===== config.mk =====
export PLATFORM = sky130hd
export DESIGN_NAME = midpoint_line_rasterizer_top_flat
export DESIGN_NICKNAME = d
export VERILOG_FILES = /design/src/rtl/core/mlr_pkg.sv /design/src/rtl/core/mlr_intf.sv /design/src/rtl/core/mlr_walker.sv /design/src/rtl/core/mlr_pixel_out.sv /design/src/rtl/core/midpoint_line_rasterizer_top.sv /design/src/flat_wrapper.sv
export SDC_FILE = /design/constraint.sdc
export NUM_CORES = 1
export LEC_CHECK = 0
export BUFFER_PORTS_ARGS = -buffer_cell sky130_fd_sc_hd__buf_2
export CAP_MARGIN = 15
export CORE_MARGIN = 5
export CORE_UTILIZATION = 60
export DETAILED_ROUTE_END_ITERATION = 7
export PLACE_DENSITY_LB_ADDON = 0.25
export REMOVE_ABC_BUFFERS = 1
export SETUP_SLACK_MARGIN = 0.15
export SLEW_MARGIN = 15
export SYNTH_ARGS = -nofsm -noshare
export SYNTH_HDL_FRONTEND = slang
export SYNTH_SLANG_ARGS = --single-unit

===== constraint.sdc =====
create_clock -name i_clk -period 8.4 [get_ports i_clk]
set_input_delay 0.42 -clock i_clk [delete_from_list [all_inputs] [get_ports i_clk]]
set_output_delay 0.42 -clock i_clk [all_outputs]
set_load 0.03 [all_outputs]

===== src/rtl/core/mlr_pkg.sv =====
`timescale 1ns / 1ps
// Shared types and constants of the midpoint line rasterizer.
// No dependencies; every other file of the block imports this package.
package mlr_pkg;

    localparam int COORD_W   = 6;   // pixel coordinate
    localparam int CFG_W     = 7;   // frame width / height registers
    localparam int CFG_IDX_W = 1;   // configuration register index
    localparam int INDEX_W   = 12;  // emitted linear index
    localparam int PROD_W    = 14;  // full linear index and frame area
    localparam int DEC_W     = 10;  // doubled decision variable, signed

    localparam logic [CFG_W-1:0] FRAME_WIDTH_RST  = 7'd64;
    localparam logic [CFG_W-1:0] FRAME_HEIGHT_RST = 7'd64;

    typedef logic [COORD_W-1:0]      t_coord;
    typedef logic signed [DEC_W-1:0] t_dec;

    typedef enum logic [CFG_IDX_W-1:0] {
        CFG_FRAME_WIDTH  = 1'b0,
        CFG_FRAME_HEIGHT = 1'b1
    } t_cfg_reg;

    typedef enum logic [1:0] {
        ST_IDLE,
        ST_INIT,
        ST_RUN
    } t_walk_state;

    // pixel handed from the walker to the output stage
    typedef struct packed {
        logic   valid;
        t_coord x;
        t_coord y;
        logic   last;
    } t_pix_push;

endpackage


===== src/rtl/core/mlr_intf.sv =====
`timescale 1ns / 1ps
// Valid/ready channel interfaces: segment input and pixel output.
// Depends on mlr_pkg for field widths.
interface mlr_seg_if;
    import mlr_pkg::*;

    logic   valid;
    logic   ready;
    t_coord start_x;
    t_coord start_y;
    t_coord end_x;
    t_coord end_y;

    modport source (output valid, start_x, start_y, end_x, end_y, input ready);
    modport sink   (input valid, start_x, start_y, end_x, end_y, output ready);
endinterface

interface mlr_pix_if;
    import mlr_pkg::*;

    logic                 valid;
    logic                 ready;
    t_coord               pixel_x;
    t_coord               pixel_y;
    logic [INDEX_W-1:0]   pixel_index;
    logic                 in_frame;
    logic                 last;

    modport source (output valid, pixel_x, pixel_y, pixel_index, in_frame, last,
                    input ready);
    modport sink   (input valid, pixel_x, pixel_y, pixel_index, in_frame, last,
                    output ready);
endinterface


===== src/rtl/core/mlr_walker.sv =====
`timescale 1ns / 1ps
// Segment sequencer: orders the endpoints, then steps the doubled midpoint
// decision variable through one shared adder, one pixel per step. Uses mlr_pkg.
module mlr_walker #(
    parameter int GRID_SIZE = 64
) (
    input  logic               i_clk,
    input  logic               i_rst_n,
    mlr_seg_if.sink            i_seg,
    output mlr_pkg::t_pix_push o_push,
    input  logic               i_slot_ready
);
    import mlr_pkg::*;

    localparam int CNT_W = $clog2(GRID_SIZE + 1);

    t_walk_state r_state, n_state;
    t_coord      r_x, n_x;
    t_coord      r_y, n_y;
    logic        r_xneg, n_xneg;
    logic        r_shallow, n_shallow;
    t_coord      r_len, n_len;
    t_coord      r_minor, n_minor;
    t_coord      r_diff, n_diff;
    t_dec        r_dec, n_dec;
    t_dec        r_inc_lt, n_inc_lt;
    t_dec        r_inc_ge, n_inc_ge;
    logic [CNT_W-1:0] r_cnt, n_cnt;

    // segment decode from the input payload
    logic   swap;
    t_coord st_x, st_y, ot_x;
    t_coord adx, ady;
    logic   shallow;
    t_coord len, minor;
    logic [COORD_W:0] len_p1;

    // shared decision adder
    t_dec add_a, add_b, add_sum;
    t_dec len_d, min_d, diff_d;

    always_comb begin
        swap    = (i_seg.start_y == i_seg.end_y) ? (i_seg.end_x < i_seg.start_x)
                                                 : (i_seg.end_y < i_seg.start_y);
        st_x    = swap ? i_seg.end_x   : i_seg.start_x;
        st_y    = swap ? i_seg.end_y   : i_seg.start_y;
        ot_x    = swap ? i_seg.start_x : i_seg.end_x;
        adx     = (i_seg.start_x > i_seg.end_x) ? (i_seg.start_x - i_seg.end_x)
                                                : (i_seg.end_x - i_seg.start_x);
        ady     = (i_seg.start_y > i_seg.end_y) ? (i_seg.start_y - i_seg.end_y)
                                                : (i_seg.end_y - i_seg.start_y);
        shallow = (ady <= adx);
        len     = shallow ? adx : ady;
        minor   = shallow ? ady : adx;
        len_p1  = {1'b0, len} + {{COORD_W{1'b0}}, 1'b1};
    end

    assign len_d  = {{(DEC_W-COORD_W){1'b0}}, r_len};
    assign min_d  = {{(DEC_W-COORD_W){1'b0}}, r_minor};
    assign diff_d = {{(DEC_W-COORD_W){1'b0}}, r_diff};

    always_comb begin
        if (r_state == ST_RUN) begin
            add_a = r_dec;
            add_b = r_dec[DEC_W-1] ? r_inc_lt : r_inc_ge;
        end else begin
            // initial value: L - 2m for x-major, 2m - L for y-major
            add_a = r_shallow ? len_d : (min_d <<< 1);
            add_b = r_shallow ? -(min_d <<< 1) : -len_d;
        end
    end

    assign add_sum = add_a + add_b;

    assign i_seg.ready   = (r_state == ST_IDLE);
    assign o_push.valid  = (r_state == ST_RUN);
    assign o_push.x      = r_x;
    assign o_push.y      = r_y;
    assign o_push.last   = (r_cnt == CNT_W'(1));

    always_comb begin
        n_state   = r_state;
        n_x       = r_x;
        n_y       = r_y;
        n_xneg    = r_xneg;
        n_shallow = r_shallow;
        n_len     = r_len;
        n_minor   = r_minor;
        n_diff    = r_diff;
        n_dec     = r_dec;
        n_inc_lt  = r_inc_lt;
        n_inc_ge  = r_inc_ge;
        n_cnt     = r_cnt;
        unique case (r_state)
            ST_IDLE: begin
                if (i_seg.valid) begin
                    n_x       = st_x;
                    n_y       = st_y;
                    n_xneg    = (st_x > ot_x);
                    n_shallow = shallow;
                    n_len     = len;
                    n_minor   = minor;
                    n_diff    = len - minor;
                    if (32'(len_p1) > 32'(GRID_SIZE)) begin
                        n_cnt = CNT_W'(GRID_SIZE);
                    end else begin
                        n_cnt = CNT_W'(len_p1);
                    end
                    n_state   = ST_INIT;
                end
            end
            ST_INIT: begin
                n_dec    = add_sum;
                n_inc_lt = r_shallow ? (diff_d <<< 1) : (min_d <<< 1);
                n_inc_ge = r_shallow ? -(min_d <<< 1) : -(diff_d <<< 1);
                n_state  = ST_RUN;
            end
            ST_RUN: begin
                if (i_slot_ready) begin
                    n_dec = add_sum;
                    n_cnt = r_cnt - CNT_W'(1);
                    if (r_shallow) begin
                        n_x = r_xneg ? (r_x - t_coord'(1)) : (r_x + t_coord'(1));
                        if (r_dec[DEC_W-1]) begin
                            n_y = r_y + t_coord'(1);
                        end
                    end else begin
                        n_y = r_y + t_coord'(1);
                        if (!r_dec[DEC_W-1]) begin
                            n_x = r_xneg ? (r_x - t_coord'(1)) : (r_x + t_coord'(1));
                        end
                    end
                    if (r_cnt == CNT_W'(1)) begin
                        n_state = ST_IDLE;
                    end
                end
            end
            default: n_state = ST_IDLE;
        endcase
    end

    always_ff @(posedge i_clk) begin
        if (!i_rst_n) begin
            r_state <= ST_IDLE;
            r_cnt   <= '0;
        end else begin
            r_state <= n_state;
            r_cnt   <= n_cnt;
        end
    end

    always_ff @(posedge i_clk) begin
        r_x       <= n_x;
        r_y       <= n_y;
        r_xneg    <= n_xneg;
        r_shallow <= n_shallow;
        r_len     <= n_len;
        r_minor   <= n_minor;
        r_diff    <= n_diff;
        r_dec     <= n_dec;
        r_inc_lt  <= n_inc_lt;
        r_inc_ge  <= n_inc_ge;
    end

endmodule


===== src/rtl/core/mlr_pixel_out.sv =====
`timescale 1ns / 1ps
// Frame registers, linear index and frame bound check, and the output
// register of the pixel channel. Uses mlr_pkg and mlr_pix_if.
module mlr_pixel_out (
    input  logic                               i_clk,
    input  logic                               i_rst_n,
    input  logic                               i_cfg_we,
    input  logic [mlr_pkg::CFG_IDX_W-1:0]      i_cfg_index,
    input  logic [mlr_pkg::CFG_W-1:0]          i_cfg_data,
    input  mlr_pkg::t_pix_push                 i_push,
    output logic                               o_slot_ready,
    mlr_pix_if.source                          o_pix
);
    import mlr_pkg::*;

    logic [CFG_W-1:0]   r_width;
    logic [CFG_W-1:0]   r_height;
    logic               r_valid;
    t_coord             r_x;
    t_coord             r_y;
    logic [INDEX_W-1:0] r_index;
    logic               r_in_frame;
    logic               r_last;

    logic [PROD_W-1:0]  idx_full;
    logic [PROD_W-1:0]  area;

    always_ff @(posedge i_clk) begin
        if (!i_rst_n) begin
            r_width  <= FRAME_WIDTH_RST;
            r_height <= FRAME_HEIGHT_RST;
        end else if (i_cfg_we) begin
            unique case (t_cfg_reg'(i_cfg_index))
                CFG_FRAME_WIDTH:  r_width  <= i_cfg_data;
                CFG_FRAME_HEIGHT: r_height <= i_cfg_data;
                default: ;
            endcase
        end
    end

    assign idx_full = PROD_W'(i_push.y) * PROD_W'(r_width) + PROD_W'(i_push.x);
    assign area     = PROD_W'(r_width) * PROD_W'(r_height);

    assign o_slot_ready = !r_valid || o_pix.ready;

    always_ff @(posedge i_clk) begin
        if (!i_rst_n) begin
            r_valid <= 1'b0;
        end else if (o_slot_ready) begin
            r_valid <= i_push.valid;
        end
    end

    // load on every push; hold while the sink stalls
    always_ff @(posedge i_clk) begin
        if (o_slot_ready && i_push.valid) begin
            r_x        <= i_push.x;
            r_y        <= i_push.y;
            r_index    <= idx_full[INDEX_W-1:0];
            r_in_frame <= (idx_full < area);
            r_last     <= i_push.last;
        end
    end

    assign o_pix.valid       = r_valid;
    assign o_pix.pixel_x     = r_x;
    assign o_pix.pixel_y     = r_y;
    assign o_pix.pixel_index = r_index;
    assign o_pix.in_frame    = r_in_frame;
    assign o_pix.last        = r_last;

endmodule


===== src/rtl/core/midpoint_line_rasterizer_top.sv =====
`timescale 1ns / 1ps
// Midpoint line rasterizer: takes one segment per transfer and emits its pixels,
// each with a linear frame index, an in-frame flag and a last flag. The input
// is not ready while a segment is being walked. After a segment transfer the
// decision variable is loaded, and then the walker emits one pixel per cycle
// while the pixel sink does not stall, max(|dx|,|dy|)+1 pixels capped at
// GRID_SIZE; the single decision-variable adder steps once per pixel. A pixel
// that waits in the output register does not block the next segment transfer
// after the last pixel.
// frame_width and frame_height must be written while no segment is in flight.
// Depends on mlr_pkg, mlr_intf, mlr_walker and mlr_pixel_out.
module midpoint_line_rasterizer_top #(
    parameter int GRID_SIZE = 64
) (
    input  logic                          i_clk,
    input  logic                          i_rst_n,
    input  logic                          i_cfg_we,
    input  logic [mlr_pkg::CFG_IDX_W-1:0] i_cfg_index,
    input  logic [mlr_pkg::CFG_W-1:0]     i_cfg_data,
    mlr_seg_if.sink                       i_seg,
    mlr_pix_if.source                     o_pix
);
    import mlr_pkg::*;

    t_pix_push push;
    logic      slot_ready;

    mlr_walker #(
        .GRID_SIZE (GRID_SIZE)
    ) u_walker (
        .i_clk        (i_clk),
        .i_rst_n      (i_rst_n),
        .i_seg        (i_seg),
        .o_push       (push),
        .i_slot_ready (slot_ready)
    );

    mlr_pixel_out u_pixel_out (
        .i_clk        (i_clk),
        .i_rst_n      (i_rst_n),
        .i_cfg_we     (i_cfg_we),
        .i_cfg_index  (i_cfg_index),
        .i_cfg_data   (i_cfg_data),
        .i_push       (push),
        .o_slot_ready (slot_ready),
        .o_pix        (o_pix)
    );

endmodule


===== src/flat_wrapper.sv =====
// flat-port wrapper written by rule: the top's interface ports become plain ports
module midpoint_line_rasterizer_top_flat import mlr_pkg::*;
#(
    parameter int GRID_SIZE = 64
)
  (i_clk, i_rst_n, i_cfg_we, i_cfg_index, i_cfg_data, i_seg_valid, i_seg_start_x, i_seg_start_y, i_seg_end_x, i_seg_end_y, i_seg_ready, o_pix_valid, o_pix_pixel_x, o_pix_pixel_y, o_pix_pixel_index, o_pix_in_frame, o_pix_last, o_pix_ready);
  mlr_seg_if i_seg_i ();
  mlr_pix_if o_pix_i ();
  input  logic i_clk;
  input  logic i_rst_n;
  input  logic i_cfg_we;
  input  logic [mlr_pkg::CFG_IDX_W-1:0] i_cfg_index;
  input  logic [mlr_pkg::CFG_W-1:0] i_cfg_data;
  input wire logic [$bits(i_seg_i.valid)-1:0] i_seg_valid;
  input wire logic [$bits(i_seg_i.start_x)-1:0] i_seg_start_x;
  input wire logic [$bits(i_seg_i.start_y)-1:0] i_seg_start_y;
  input wire logic [$bits(i_seg_i.end_x)-1:0] i_seg_end_x;
  input wire logic [$bits(i_seg_i.end_y)-1:0] i_seg_end_y;
  output wire logic [$bits(i_seg_i.ready)-1:0] i_seg_ready;
  output wire logic [$bits(o_pix_i.valid)-1:0] o_pix_valid;
  output wire logic [$bits(o_pix_i.pixel_x)-1:0] o_pix_pixel_x;
  output wire logic [$bits(o_pix_i.pixel_y)-1:0] o_pix_pixel_y;
  output wire logic [$bits(o_pix_i.pixel_index)-1:0] o_pix_pixel_index;
  output wire logic [$bits(o_pix_i.in_frame)-1:0] o_pix_in_frame;
  output wire logic [$bits(o_pix_i.last)-1:0] o_pix_last;
  input wire logic [$bits(o_pix_i.ready)-1:0] o_pix_ready;
  assign i_seg_i.valid = i_seg_valid;
  assign i_seg_i.start_x = i_seg_start_x;
  assign i_seg_i.start_y = i_seg_start_y;
  assign i_seg_i.end_x = i_seg_end_x;
  assign i_seg_i.end_y = i_seg_end_y;
  assign i_seg_ready = i_seg_i.ready;
  assign o_pix_valid = o_pix_i.valid;
  assign o_pix_pixel_x = o_pix_i.pixel_x;
  assign o_pix_pixel_y = o_pix_i.pixel_y;
  assign o_pix_pixel_index = o_pix_i.pixel_index;
  assign o_pix_in_frame = o_pix_i.in_frame;
  assign o_pix_last = o_pix_i.last;
  assign o_pix_i.ready = o_pix_ready;
  midpoint_line_rasterizer_top #(.GRID_SIZE(GRID_SIZE)) u_core (.i_clk(i_clk), .i_rst_n(i_rst_n), .i_cfg_we(i_cfg_we), .i_cfg_index(i_cfg_index), .i_cfg_data(i_cfg_data), .i_seg(i_seg_i), .o_pix(o_pix_i));
endmodule

* Word level (Yosys, flattened, before mapping)
Index checks and enable logic that the tools add are counted.
Operators by class: mux-type cells 36, add/subtract/negate cells 15, bitwise operators 1, reduce and logical (&&, ||, !) cells 14, multipliers 2, $lt $le $gt $ge 8, equality and inequality tests 9
Operators by type and width (number):
- 6-bit two-way mux | 16
- 10-bit two-way mux | 6
- 7-bit two-way mux | 5
- 6-bit subtractor | 5
- 6-bit one-hot mux with 2 select lines | 2
- 7-bit negator with 10-bit output | 2
- 10-bit one-hot mux with 2 select lines | 1
- 6-bit greater-than comparator | 3
- 13-bit by 6-bit adder with 14-bit output | 1
- 14-bit less-than comparator | 1
- 7-bit by 7-bit multiplier with 14-bit output | 1
- 7-bit one-hot mux with 2 select lines | 1
- 6-bit by 7-bit multiplier with 13-bit output | 1
- 6-bit by 1-bit adder with 6-bit output (second input constant) | 2
- 6-bit less-than comparator | 2
- 10-bit adder | 1
- 6-bit negator with 10-bit output | 1
- 2-bit AND reduction | 4
- 4-bit AND reduction | 2
- 6-bit by 1-bit adder with 7-bit output (second input constant) | 1
- 7-bit by 1-bit == test with 1-bit output (second input constant) | 1
- 7-bit greater-than comparator (second input constant) | 1
- 7-bit by 1-bit subtractor with 7-bit output (second input constant) | 1
- 6-bit == test | 1
- other kinds (18) | 23
Storage, ports and cells: output and inout bits 28, input port bits 37, word-level logic and storage cells 105, bits in registers 112

* Depth between registers and ports, before layout
depth in word-level cells 9, depth in mapped cells 25, mapped depth without buffers 24

* Hierarchy
Synthesis repeated with hierarchy kept, for this count alone.
Second synthesis, totals: cell total of the unflattened synthesis 1126, area, all modules 10580.1 sq um
By module, submodules not included:
- mlr_walker | area each 5803.1 sq um, instances 1, cells an instance 652
- mlr_pixel_out | area each 4777.1 sq um, instances 1, cells an instance 474

* Worst setup path before layout
OpenSTA, ideal clock, no wires.
kind reg2reg, start register u_core.u_walker.r_y[2], end register u_core.u_pixel_out.r_in_frame, in the netlist u_core.u_pixel_out.o_pix.in_frame (data pin), data arrival time 4.891 ns, path buffers 1, cell stages (with the launch flop) 23, clock period less this slack 5.044 ns, path slack 3.356 ns, cell sequence edfxtp_1 > clkbuf_1 > and2_1 > fa_1 > inv_1 > fa_1 > inv_1 > fa_1 > inv_1 > fa_1 > inv_1 > ha_1 > a21boi_0 > o21ai_0 > nor2b_1 > xnor2_1 > ha_1 > or3_1 > a221oi_1 > o21ai_0 > a31oi_1 > o21ai_0 > o21ai_0
Between the ends: cells in the longest elaborated chain, start to end 3
RTL lines:
- start: declaration | line mlr_walker.sv:19 | t_coord r_y, n_y;
- start signal: assignment | line mlr_walker.sv:154 | r_y <= n_y;
- 6-bit by 7-bit multiplier with 13-bit output | line mlr_pixel_out.sv:41 | assign idx_full = PROD_W'(i_push.y) * PROD_W'(r_width) + PROD_W'(i_push.x);
- 13-bit by 6-bit adder with 14-bit output | line mlr_pixel_out.sv:41
- net u_core.u_pixel_out.idx_full[7] | line mlr_pixel_out.sv:25 | logic [PROD_W-1:0] idx_full;
- 14-bit less-than comparator | line mlr_pixel_out.sv:60 | r_in_frame <= (idx_full < area);
- end signal: assignment | line mlr_pixel_out.sv:60
- end: declaration | line mlr_pixel_out.sv:22 | logic r_in_frame;
The timed path passes the listed nets, and every way through them passes these cells. A chain may end at the register's enable or synchronous reset.

* Worst setup path after layout
start register u_core.u_pixel_out.r_width[0], end register u_core.u_pixel_out.r_in_frame, in the netlist u_core.u_pixel_out.o_pix.in_frame (data pin)
Between the ends: cells in the longest elaborated chain, start to end 3, elaborated cells on any way between the ends 4
RTL lines:
- start: declaration | line mlr_pixel_out.sv:16 | logic [CFG_W-1:0] r_width;
- start signal: assignment | line mlr_pixel_out.sv:34 | CFG_FRAME_WIDTH: r_width <= i_cfg_data;
- 6-bit by 7-bit multiplier with 13-bit output | line mlr_pixel_out.sv:41
- 13-bit by 6-bit adder with 14-bit output | line mlr_pixel_out.sv:41
- net u_core.u_pixel_out.idx_full[8] | line mlr_pixel_out.sv:25
- 14-bit less-than comparator | line mlr_pixel_out.sv:60
The timed path passes the listed nets, and every way through them passes these cells.

==> flow_summary.json <==
{
  "reg2reg_to": "u_core.u_pixel_out.o_pix.in_frame",
  "path_cells": "nand2_1 > fa_1 > fa_1 > inv_1 > fa_1 > inv_1 > fa_1 > inv_1 > ha_1 > a21boi_0 > o22ai_1 > inv_1 > a21oi_1 > xnor2_1 > ha_1 > or3_1 > a221oi_1 > o21ai_0 > a31oi_1 > o21ai_0 > o21ai_0",
  "cpMaxStageDelayCell": "dfxtp_1",
  "grt_pass1_vias": 7952,
  "die_w_um": 143,
  "cts_tree": "done",
  "io_buffers": 64,
  "vias": 8359,
  "n_fill_cell": 1430,
  "antenna_cells": 0,
  "htree_levels": 3,
  "hpwl_um": 18500,
  "place.gp.congestion": 0.891,
  "fp.coreArea_um2": 17400,
  "grt_max_degree": 35,
  "hold_ws_ps": 292,
  "maxCapViolCount": 0,
  "hold_class": "input port to register",
  "cts_resized": 0,
  "min_to": "u_core.u_pixel_out.r_width[6]",
  "preCtsSetupSlack_ps": 2900,
  "path_clk_slew_ps": 70,
  "rsz0062_at_grt": "no",
  "crit_path_end_kind": "register",
  "route.detailed.drc": 0,
  "detail_route.iter0.violations": 806,
  "hp-start": "i_cfg_data[6]",
  "antenna_found_initial": 0,
  "drt-total-wl_um": 23600,
  "hold_path_depth": 3,
  "crit_arrival_ps": 5710,
  "fin_skew_ps": 12.1,
  "slew_violations": 0,
  "synth_warnings": 0,
  "p_per_area_nw_per_um2": 217,
  "clock_sinks": 107,
  "postCtsSetupBuffers": 0,
  "viasPerCell": 5.86,
  "wire_per_inst_um": 16.5,
  "start_util": 0.615,
  "area_growth_pct": 7.20,
  "synth_enable_flop_cells": 83,
  "clk_latency_ps": 360,
  "relSlewSlack": 0.471,
  "ys_seq_area_frac": 0.279,
  "synthesis.area_um2": 10700,
  "setup_violations": 0,
  "synthFlopType": "edfxtp_1",
  "grt_overflow": 0,
  "max_freq_mhz": 182,
  "outcome": "finished clean",
  "ioPinCount": 65,
  "setup_tns_ps": 0,
  "num_rows": 48,
  "worstMarginPinSlew_ps": 793,
  "cp.required_ps": 8600,
  "drive_gt1_frac": 0.0940,
  "hold_buffers": 0,
  "critical_path_peak_fanout": 14,
  "hold_violations": 0,
  "fin_crit_ps": 5510,
  "cts_buffers": 9,
  "setup_ws_ps": 2890,
  "start_kind": "register",
  "root_buffer": "clkbuf_16",
  "synth_seq_cells": 107,
  "p_leak_nw": 5.28,
  "syn_inst": 1159,
  "ys_async_sr_fraction": 0,
  "final_nets": 1420,
  "cp_top_family": "adder cells",
  "final.period_utilization": 0.656,
  "max-vdd-ir-drop_mv": 0.155,
  "cpPeakStageDelay_ps": 610,
  "fin_util": 0.659,
  "path_buf_inv": 4,
  "grt_pass1_wl_um": 39100,
  "grt.total_usage": 0.237,
  "drtPass1Iterations": 5,
  "r2r_cells": 21,
  "clockBufferDepth": 2,
  "ant_nets": 0,
  "r2r-start": "u_core.u_pixel_out.r_width[0]",
  "die_h_um": 143,
  "r2r_setup_slack_ps": 2890,
  "syn_avg_cell_area_um2": 9.20,
  "design.die.area_um2": 20500,
  "critical_path_class": "register to register",
  "synth_cell_types": 78
}
-- worst reg2reg max path, delay by kind of cell (launching register included) --
family / cells / cell delay (ps)
flops: 1 / 610
compound gates: 8 / 1320
fa+ha+maj: 6 / 2590
xor+xnor: 1 / 150
buf+inv: 4 / 230
simple gates: 2 / 460
-- cell type report --
type | instances | area (um2) | area share
timing repair buffer | 72 | 380 | 0.0333
clock buffer | 10 | 229 | 0.0200
multi-input combinational | 893 | 7070 | 0.618
tap | 225 | 282 | 0.0246
clock inverter | 6 | 73.8 | 0.00646
inverter | 114 | 428 | 0.0374
sequential | 107 | 2970 | 0.260
-- where the power goes --
group          leakage [nW]  total (mW)  switching, mW  internal, mW
registers             0.971       0.834         0.0950         0.740
logic                  4.16        1.21          0.691         0.514
clock network         0.148       0.438          0.202         0.236
-- cells in the final DEF, fill, tap and decap left out, types with 6 or more instances in the layout --
| master | count |
|---|---|
| mux2i_1 | 23 |
| a211oi_1 | 10 |
| or3_1 | 11 |
| dfxtp_1 | 24 |
| buf_2 | 64 |
| a21boi_0 | 13 |
| nor3_1 | 14 |
| and2_1 | 80 |
| edfxtp_1 | 83 |
| nand3b_1 | 8 |
| nor4_1 | 6 |
| o21a_1 | 12 |
| fa_1 | 54 |
| nand3_1 | 33 |
| nand2_1 | 99 |
| xnor2_1 | 41 |
| and3_1 | 6 |
| ha_1 | 132 |
| a31oi_1 | 7 |
| nor2_1 | 71 |
| inv_1 | 113 |
| a21o_1 | 14 |
| nor2b_1 | 16 |
| a21oi_1 | 60 |
| nand2b_1 | 11 |
| buf_4 | 8 |
| o21ai_0 | 64 |
| xor2_1 | 12 |
| clkbuf_16 | 9 |
-- flip-flops by register name, summed over array words and instances, names as in the netlist, 2 cells and up --
signal / count
u_core.u_walker.r_dec: 10
u_core.u_walker.r_state: 2
u_core.u_walker.r_inc_ge: 9
u_core.u_walker.r_y: 6
u_core.u_pixel_out.o_pix.pixel_x: 6
u_core.u_pixel_out.r_width: 7
u_core.u_walker.r_len: 6
u_core.u_pixel_out.r_height: 7
u_core.u_pixel_out.o_pix.pixel_y: 6
u_core.u_walker.r_cnt: 7
u_core.u_walker.r_x: 6
u_core.u_walker.r_inc_lt: 6
u_core.u_walker.r_minor: 6
u_core.u_walker.r_diff: 6
u_core.u_pixel_out.o_pix.pixel_index: 12
-- how the worst max path moves through the flow --
stage,from,endpoint,depth (start not counted)
5_1_grt,u_core.u_pixel_out.r_width[0],u_core.u_pixel_out.o_pix.in_frame,21
3_5_place_dp,i_seg_start_x[0],u_core.u_walker.r_cnt[4],25
6_report,u_core.u_pixel_out.r_width[0],u_core.u_pixel_out.o_pix.in_frame,21
3_3_place_gp,i_seg_start_x[0],u_core.u_walker.r_cnt[4],25
2_1_floorplan,i_seg_start_x[0],u_core.u_walker.r_cnt[4],22
4_1_cts,u_core.u_pixel_out.r_width[0],u_core.u_pixel_out.o_pix.in_frame,21
-- stage by stage --
step	total power [mW]	cell area, um2	cells
floorplan	1.73	10500	1114
detailed placement	2.03	11100	1411
finish	2.48	11400	1427
global route	2.67	11400	1427
CTS	2.48	11400	1427
global placement	1.99	11100	1411
-- metal layers --
| layer | GRT usage | vias up | part of all wire |
|---|---|---|---|
| met4 | 0.0629 | 0 | 0.014 |
| met1 | 0.358 | 3935 | 0.49 |
| li1 | - | 4113 | - |
| met2 | 0.360 | 281 | 0.43 |
| met5 | 0 | - | 0 |
| met3 | 0.0319 | 30 | 0.066 |
-- cell families after synthesis --
| group | after synthesis | share of synthesized area |
|---|---|---|
| compound gates | 244 | 0.151 |
| flops | 107 | 0.279 |
| xor+xnor | 53 | 0.0435 |
| mux | 29 | 0.0279 |
| fa+ha+maj | 186 | 0.256 |
| buf+inv | 159 | 0.0588 |
| simple gates | 381 | 0.184 |
-- Yosys cell counts (8+ instances only) --
cell type  instances  area, um2
a21oi_1           60        300
or3_1             11       68.8
nor2_1            71        267
nor2b_1           17        106
fa_1              54       1080
inv_1            113        424
dfxtp_1           24        480
nand2b_1          11       68.8
and2_1            80        500
o21a_1            12       90.1
nand3b_1           8       60.1
xor2_1            12        105
a21o_1            14        105
o21ai_0           64        320
a21boi_0          13       97.6
nand3_1           33        165
nand2_1           99        372
ha_1             132       1650
edfxtp_1          83       2490
clkbuf_1          35        131
a211oi_1          10       75.1
nor3_1            14       70.1
xnor2_1           41        359
mux2i_1           23        230
No activity file was read; power rests on OpenSTA's default activity.
